==> config.mk <==
export PLATFORM = sky130hd
export DESIGN_NAME = luma_gradient_edge_mask_top
export DESIGN_NICKNAME = d
export VERILOG_FILES = /design/src/rtl/lge_pkg.sv /design/src/rtl/luma_gradient_edge_mask_top.sv /design/src/rtl/lge_queue.sv
export SDC_FILE = /design/constraint.sdc
export NUM_CORES = 1
export LEC_CHECK = 0
export ABC_AREA = 1
export BUFFER_PORTS_ARGS = -buffer_cell sky130_fd_sc_hd__buf_2
export CAP_MARGIN = 25
export CELL_PAD_IN_SITES_DETAIL_PLACEMENT = 1
export CELL_PAD_IN_SITES_GLOBAL_PLACEMENT = 2
export CORE_ASPECT_RATIO = 1.4
export CORE_MARGIN = 1
export CORE_UTILIZATION = 40
export DETAILED_ROUTE_END_ITERATION = 12
export PLACE_DENSITY_LB_ADDON = 0.1
export SLEW_MARGIN = 20
export SYNTH_ARGS = -nofsm -noshare
export SYNTH_HDL_FRONTEND = slang
export SYNTH_HIERARCHICAL = 1
export SYNTH_SLANG_ARGS = --single-unit
export TNS_END_PERCENT = 100
==> constraint.sdc <==
create_clock -name clk -period 6.57 [get_ports clk]
set_input_delay 0.3285 -clock clk [delete_from_list [all_inputs] [get_ports clk]]
set_output_delay 0.3285 -clock clk [all_outputs]
set_load 0.02 [all_outputs]
==> src/rtl/lge_pkg.sv <==
// Shared types and constants for the luma gradient edge mask.
`default_nettype none
package lge_pkg;

  // Q16 luma weights
  localparam logic [15:0] W_RED   = 16'd19589;
  localparam logic [15:0] W_GREEN = 16'd38470;
  localparam logic [15:0] W_BLUE  = 16'd7471;

  // Register reset values
  localparam logic [7:0]  EDGE_THRESHOLD_RESET = 8'd160;
  localparam int          LINE_WIDTH_RESET     = 640;
  localparam int          MIN_WIDTH            = 3;

  // Output queue depth, room for two words per item plus slack
  localparam int          QUEUE_DEPTH = 4;
  localparam int          QW          = $clog2(QUEUE_DEPTH);

  localparam logic [7:0]  WHITE = 8'd255;
  localparam logic [7:0]  BLACK = 8'd0;

  typedef enum logic [0:0] {
    CFG_EDGE_THRESHOLD = 1'b0,
    CFG_LINE_WIDTH     = 1'b1
  } cfg_index_t;

  typedef struct packed {
    logic [7:0] red;
    logic [7:0] green;
    logic [7:0] blue;
  } pixel_t;

  typedef struct packed {
    logic [7:0] out_red;
    logic [7:0] out_green;
    logic [7:0] out_blue;
    logic       row_end;
    logic       last_of_run;
  } result_t;

  // Words pushed into the output queue by one item (count 0..2)
  typedef struct packed {
    logic [1:0] count;
    result_t    first;
    result_t    second;
  } push_t;

endpackage
`default_nettype wire

==> src/rtl/luma_gradient_edge_mask_top.sv <==
// Top level of the luma gradient edge mask: gray conversion, edge decision, output queue.
// Words released by an item pass through the input register and then the output queue
// before they are offered. Throughput: one pixel per clock while the queue has room;
// the first pixel of a row yields no word and the last yields two, and a four-word
// output queue absorbs that burst.
// Reset (rst, synchronous): column count, gray history and queue cleared; threshold 160,
// line width 640 (clamped to MAX_WIDTH).
`default_nettype none
module luma_gradient_edge_mask_top
  import lge_pkg::*;
#(
  parameter int MAX_WIDTH = 4096
) (
  input  wire logic        clk,
  input  wire logic        rst,
  // pixel input
  input  wire logic        in_valid,
  output logic             in_stall,
  input  wire pixel_t      in_pixel,
  // result output
  output logic             out_valid,
  input  wire logic        out_stall,
  output result_t          out_pixel,
  // register writes
  input  wire logic        cfg_valid,
  output logic             cfg_ready,
  input  wire cfg_index_t  cfg_index,
  input  wire logic [12:0] cfg_data
);

  localparam int CW = $clog2(MAX_WIDTH);
  localparam int RESET_EFF = (LINE_WIDTH_RESET > MAX_WIDTH) ? MAX_WIDTH : LINE_WIDTH_RESET;
  localparam logic [CW-1:0] RESET_LAST = CW'(RESET_EFF - 1);
  localparam logic [CW-1:0] MAX_LAST   = CW'(MAX_WIDTH - 1);
  localparam logic [CW-1:0] MIN_LAST   = CW'(MIN_WIDTH - 1);

  // configuration registers
  logic [7:0]    edge_threshold;
  logic [CW-1:0] width_last;
  logic [CW-1:0] width_last_next;

  // input stage
  logic          s1_valid;
  pixel_t        s1_pixel;
  logic [23:0]   s1_prod_r;
  logic [23:0]   s1_prod_g;
  logic [23:0]   s1_prod_b;
  logic          s1_adv;

  // row state
  logic [CW-1:0] column_count;
  logic [7:0]    gray_prev;
  logic [7:0]    gray_prev2;
  pixel_t        held_pixel;

  logic [23:0]   luma_sum;
  logic [7:0]    gray;
  logic [7:0]    diff;
  logic          last_col;
  logic          has_inner;
  result_t       inner_word;
  result_t       border_word;
  push_t         push;
  logic          pop;
  logic [QW:0]   fill;

  assign cfg_ready = 1'b1;

  // effective width minus one, clamped at write time
  always_comb begin
    if (cfg_data < 13'(MIN_WIDTH)) begin
      width_last_next = MIN_LAST;
    end else if (32'(cfg_data) > MAX_WIDTH) begin
      width_last_next = MAX_LAST;
    end else begin
      width_last_next = CW'(cfg_data - 13'd1);
    end
  end

  always_ff @(posedge clk) begin
    if (rst) begin
      edge_threshold <= EDGE_THRESHOLD_RESET;
      width_last     <= RESET_LAST;
    end else if (cfg_valid && cfg_ready) begin
      case (cfg_index)
        CFG_EDGE_THRESHOLD: edge_threshold <= cfg_data[7:0];
        CFG_LINE_WIDTH:     width_last     <= width_last_next;
        default:            ;
      endcase
    end
  end

  // input register with weighted channels
  assign s1_adv   = s1_valid && (32'(fill) <= QUEUE_DEPTH - 2);
  assign in_stall = s1_valid && !s1_adv;

  always_ff @(posedge clk) begin
    if (rst) begin
      s1_valid <= 1'b0;
    end else if (!in_stall) begin
      s1_valid <= in_valid;
    end
  end

  always_ff @(posedge clk) begin
    if (in_valid && !in_stall) begin
      s1_pixel  <= in_pixel;
      s1_prod_r <= {8'd0, W_RED}   * {16'd0, in_pixel.red};
      s1_prod_g <= {8'd0, W_GREEN} * {16'd0, in_pixel.green};
      s1_prod_b <= {8'd0, W_BLUE}  * {16'd0, in_pixel.blue};
    end
  end

  // gray value and edge decision
  always_comb begin
    luma_sum  = s1_prod_r + s1_prod_g + s1_prod_b;
    gray      = luma_sum[23:16];
    diff      = (gray >= gray_prev2) ? (gray - gray_prev2) : (gray_prev2 - gray);
    last_col  = column_count >= width_last;
    has_inner = column_count != '0;

    // finished inner pixel, or the row's first pixel unchanged
    if (column_count == CW'(1)) begin
      inner_word.out_red   = held_pixel.red;
      inner_word.out_green = held_pixel.green;
      inner_word.out_blue  = held_pixel.blue;
    end else begin
      inner_word.out_red   = (diff > edge_threshold) ? WHITE : BLACK;
      inner_word.out_green = (diff > edge_threshold) ? WHITE : BLACK;
      inner_word.out_blue  = (diff > edge_threshold) ? WHITE : BLACK;
    end
    inner_word.row_end     = 1'b0;
    inner_word.last_of_run = !last_col;

    // last pixel of the row, unchanged
    border_word.out_red     = s1_pixel.red;
    border_word.out_green   = s1_pixel.green;
    border_word.out_blue    = s1_pixel.blue;
    border_word.row_end     = 1'b1;
    border_word.last_of_run = 1'b1;

    push.count  = s1_adv ? (2'(has_inner) + 2'(last_col)) : 2'd0;
    push.first  = has_inner ? inner_word : border_word;
    push.second = border_word;
  end

  // row state update
  always_ff @(posedge clk) begin
    if (rst) begin
      column_count <= '0;
      gray_prev    <= '0;
      gray_prev2   <= '0;
      held_pixel   <= '0;
    end else if (s1_adv) begin
      column_count <= last_col ? '0 : column_count + CW'(1);
      gray_prev2   <= gray_prev;
      gray_prev    <= gray;
      held_pixel   <= s1_pixel;
    end
  end

  // output queue
  assign pop       = out_valid && !out_stall;
  assign out_valid = fill != '0;

  lge_queue u_queue (
    .clk  (clk),
    .rst  (rst),
    .push (push),
    .pop  (pop),
    .head (out_pixel),
    .fill (fill)
  );

  // checks
  a_row_end_last: assert property (@(posedge clk) disable iff (rst)
    (push.count != 2'd0 && push.first.row_end) |-> push.first.last_of_run)
    else $error("row end word not marked last");
  a_pair_order: assert property (@(posedge clk) disable iff (rst)
    push.count == 2'd2 |-> (!push.first.last_of_run && push.second.row_end))
    else $error("two-word item in wrong order");
  a_col_bound: assert property (@(posedge clk) disable iff (rst)
    s1_adv && last_col |=> column_count == '0)
    else $error("column count did not wrap at row end");
  a_stall_cause: assert property (@(posedge clk) disable iff (rst)
    in_stall |-> (s1_valid && 32'(fill) > QUEUE_DEPTH - 2))
    else $error("input stalled without a full queue");

endmodule
`default_nettype wire

==> src/rtl/lge_queue.sv <==
// Output queue: takes up to two result words per cycle, gives one per cycle when popped.
`default_nettype none
module lge_queue
  import lge_pkg::*;
(
  input  wire logic    clk,
  input  wire logic    rst,
  input  wire push_t   push,
  input  wire logic    pop,
  output result_t      head,
  output logic [QW:0]  fill
);

  result_t         mem [QUEUE_DEPTH];
  logic [QW-1:0]   wr_ptr;
  logic [QW-1:0]   rd_ptr;
  logic [QW-1:0]   wr_ptr_next;
  logic [QW:0]     fill_next;

  always_comb begin
    wr_ptr_next = wr_ptr + QW'(push.count);
    fill_next   = fill + (QW+1)'(push.count) - (QW+1)'(pop);
  end

  // storage
  always_ff @(posedge clk) begin
    if (push.count != 2'd0) begin
      mem[wr_ptr] <= push.first;
    end
    if (push.count == 2'd2) begin
      mem[wr_ptr + QW'(1)] <= push.second;
    end
  end

  // pointers and fill level
  always_ff @(posedge clk) begin
    if (rst) begin
      wr_ptr <= '0;
      rd_ptr <= '0;
      fill   <= '0;
    end else begin
      wr_ptr <= wr_ptr_next;
      rd_ptr <= rd_ptr + QW'(pop);
      fill   <= fill_next;
    end
  end

  assign head = mem[rd_ptr];

  // checks
  a_no_overflow: assert property (@(posedge clk) disable iff (rst)
    (32'(fill) + 32'(push.count)) <= QUEUE_DEPTH)
    else $error("output queue overflow");
  a_no_underflow: assert property (@(posedge clk) disable iff (rst)
    pop |-> fill != '0)
    else $error("output queue underflow");
  a_fill_tracks: assert property (@(posedge clk) disable iff (rst)
    ##1 !$past(rst) |-> fill == $past(fill_next))
    else $error("queue fill level out of step");

endmodule
`default_nettype wire
==> flow_summary.yaml <==
status:
  status: "complete, no violations"
sta:
  layout_min_cycle_time_ns: 6.02
  final-setup-viol-count: 0
  worst_pin_slew_ns: 1.02
  timing.final.hold_violations: 0
  fin_setup_tns_ns: 0
  slew_violations: 0
  relSlewSlack_pct: 32.2
  period_share_pct: 91.7
  setup_ws_ns: 0.547
  fmax_ghz: 0.166
  skew_ns: 0.0175
  rsz0062_at_grt: "no"
critical_path:
  cp_common_cell: "nand2_1"
  reg2reg_slack_ns: 0.55
  slowest_delay_ns: 0.51
  worstReg2RegEnd: "u_queue/mem[1][4]"
  cp.arrival_ns: 6.33
  end_kind: "flip-flop"
  cp_max_fo: 24
  cp-endpoint: "u_queue/mem[1][4]"
  cp-start-kind: "flip-flop"
  reg2reg_depth: 34
  setup.worst_path.start: "s1_prod_r[17]"
  cp.required_ns: 6.88
  cpMaxStageDelayCell: "fa_1"
  critical_path_class: "flip-flop to flip-flop"
  reg2reg_from: "s1_prod_r[17]"
route:
  vias_per_cell: 5.17
  drt_iter0_markers: 417
  wire_per_inst_um: 18.4
  antenna_left: 0
  drt_first_pass_iters: 4
  drc_errors: 0
  routed_wirelength_um: 59000
  num_vias: 16600
logic_synthesis:
  synth_area_leaders: "edfxtp_1 (27%), ha_1 (15%), nand2_1 (9.6%)"
  yosysTopAreaCell: "edfxtp_1"
  synth_edf_count: 191
  ys_top_cells_by_count: "nand2_1 (541), inv_1 (426), ha_1 (246), edfxtp_1 (191), a21oi_1 (166)"
  synth.cell_area_um2: 21100
  synth_cell_type_count: 47
  ys_ff_latch: 271
  async_flop_share_pct: 0
  synth_flop_cell: "edfxtp_1"
  netlist_instances: 2472
  synth.yosys.seq_area_share_pct: 34.8
  yosysWarnings: 6
  yosysMostFrequentCell: "nand2_1"
  avgSynthCellArea_um2: 8.52
  synth_top_area_share_pct: 27.2
floorplan:
  core.rowCount: 99
  core_um2: 52000
  fp.dieW_um: 196
  io_pins: 72
  die_h_um: 273
  fp.dieArea_um2: 53600
  initial_utilization_pct: 40.5
finish:
  nets: 2892
  n_antenna_cell: 0
  syn_to_final_growth_pct: 9.09
  drive_gt1_share_pct: 10.4
  postLayoutCoreUtil_pct: 44.2
pwr:
  leakage_nw: 11.0
  peakVddDrop_mv: 0.540
  p_per_area_nw_per_um2: 558
  power_mw: 12.8
place:
  port_buffers: 70
  hpwl_um: 45200
  place_congestion: 0.873
  dp_slack_ns: 0.530
global_routing:
  top_usage_layer: "met2"
  grt_pass1_vias: 17600
  use_met3_pct: 1.56
  use_met2_pct: 45.3
  grt_overflow: 0
  grt_use_met1_pct: 23.7
  grt_pass1_wl_um: 93300
  grt_max_degree: 106
  grt_usage_pct: 22.3
  grt_antenna_before_repair: 0
clocking:
  cts_setup_buffers: 0
  cts_sinks: 271
  root_buffer: "clkbuf_16"
  cts_tree: "built"
  cts_buffers: 30
  clk_pin_slew_ns: 0.06
  cts_hold_buf: 0
  clock_latency_ns: 0.58
  htree_levels: 1
  cts_resized: 0
  clk_path_buf_depth: 3
worst_hold_path:
  holdCritPathClass: "input pin to flip-flop"
job:
  maxCapViolCount: 0
==> metrics by stage <==
stage / instances / hold slack [ns] / area, µm²
4_1_cts: 3203 / 0.00650 / 23000
3_3_place_gp: 3145 / 0.452 / 21900
6_report: 3204 / 0.0345 / 23000
3_5_place_dp: 3147 / 0.457 / 22000
2_1_floorplan: 2474 / 0.395 / 21100
5_1_grt: 3204 / 0.0336 / 23000
==> state kept, by name (all words and copies together), names as in the netlist <==
register        count
held_pixel         24
s1_valid            1
s1_prod_r          21
gray_prev           8
border_word        24
column_count       12
edge_threshold      8
width_last         12
u_queue/wr_ptr      2
s1_prod_g          22
u_queue/fill        3
s1_prod_b          20
u_queue/rd_ptr      2
u_queue/mem       104
gray_prev2          8
==> area by class of cell <==
cell class / instances / area, µm²
multi-input combinational: 1701 / 11700
fill: 6271 / 29100
clock buffer: 34 / 766
inverter: 436 / 1640
timing repair buffer: 84 / 488
clock inverter: 22 / 231
tap: 656 / 821
sequential: 271 / 7340
==> how the worst min path moves through the flow <==
stage	cells past startpoint	slack [ns]	startpoint	endpoint
after floorplan	1	0.40	rst	u_queue/fill[1]
after global placement	2	0.45	held_pixel[10]	held_pixel[10]
after detailed placement	2	0.46	width_last[7]	width_last[7]
after CTS	3	0.006	in_valid	s1_valid
after global routing	1	0.03	in_pixel[9]	border_word[11]
final	3	0.03	in_valid	s1_valid
==> cells by family after synthesis <==
group	Yosys count	share of synthesized area (%)
buffers and inverters	502	9.93
AND/OR/NAND/NOR	830	16.3
other	1	0.0178
XOR/XNOR	64	2.66
AO/OA/AOI/OAI	477	14.0
adder cells (fa/ha/maj)	325	22.1
flip-flops	271	34.8
multiplexers	2	0.0951
==> routing by layer <==
| metal | routed length [µm] | part of all wire [%] |
|---|---|---|
| met5 | 0 | 0 |
| met4 | 1970 | 3.3 |
| met3 | 1050 | 1.8 |
| met2 | 33200 | 56 |
| met1 | 22800 | 39 |
==> cells in the final DEF (no fill, tap or decap), types with 13 or more instances in the layout <==
master / n
nand2_1: 541
o21ai_1: 45
a21oi_2: 21
nand4_1: 16
nor2_1: 148
clkbuf_16: 30
dfxtp_1: 78
xnor2_1: 18
xor2_1: 46
a21oi_1: 166
ha_1: 246
nor3_1: 13
buf_2: 70
edfxtp_1: 191
inv_1: 426
o21ai_0: 92
fa_1: 79
o211ai_1: 34
nand3_1: 80
o21ai_2: 75
==> worst max-delay path, delay by kind of cell, from the launching register on <==
| family | cells | cell delay [ns] |
|---|---|---|
| AO/OA/AOI/OAI | 3 | 0.52 |
| adder cells (fa/ha/maj) | 4 | 1.56 |
| buffers and inverters | 7 | 0.83 |
| flip-flops | 1 | 0.42 |
| AND/OR/NAND/NOR | 20 | 2.39 |
==> report_power, final <==
group	internal [mW]	leakage, nW	switching, mW
Sequential	2.34	2.45	0.161
Combinational	2.93	8.11	5.66
Clock	0.996	0.474	0.727
Total	6.26	11.0	6.55
No activity file was read; power rests on OpenSTA's default activity.
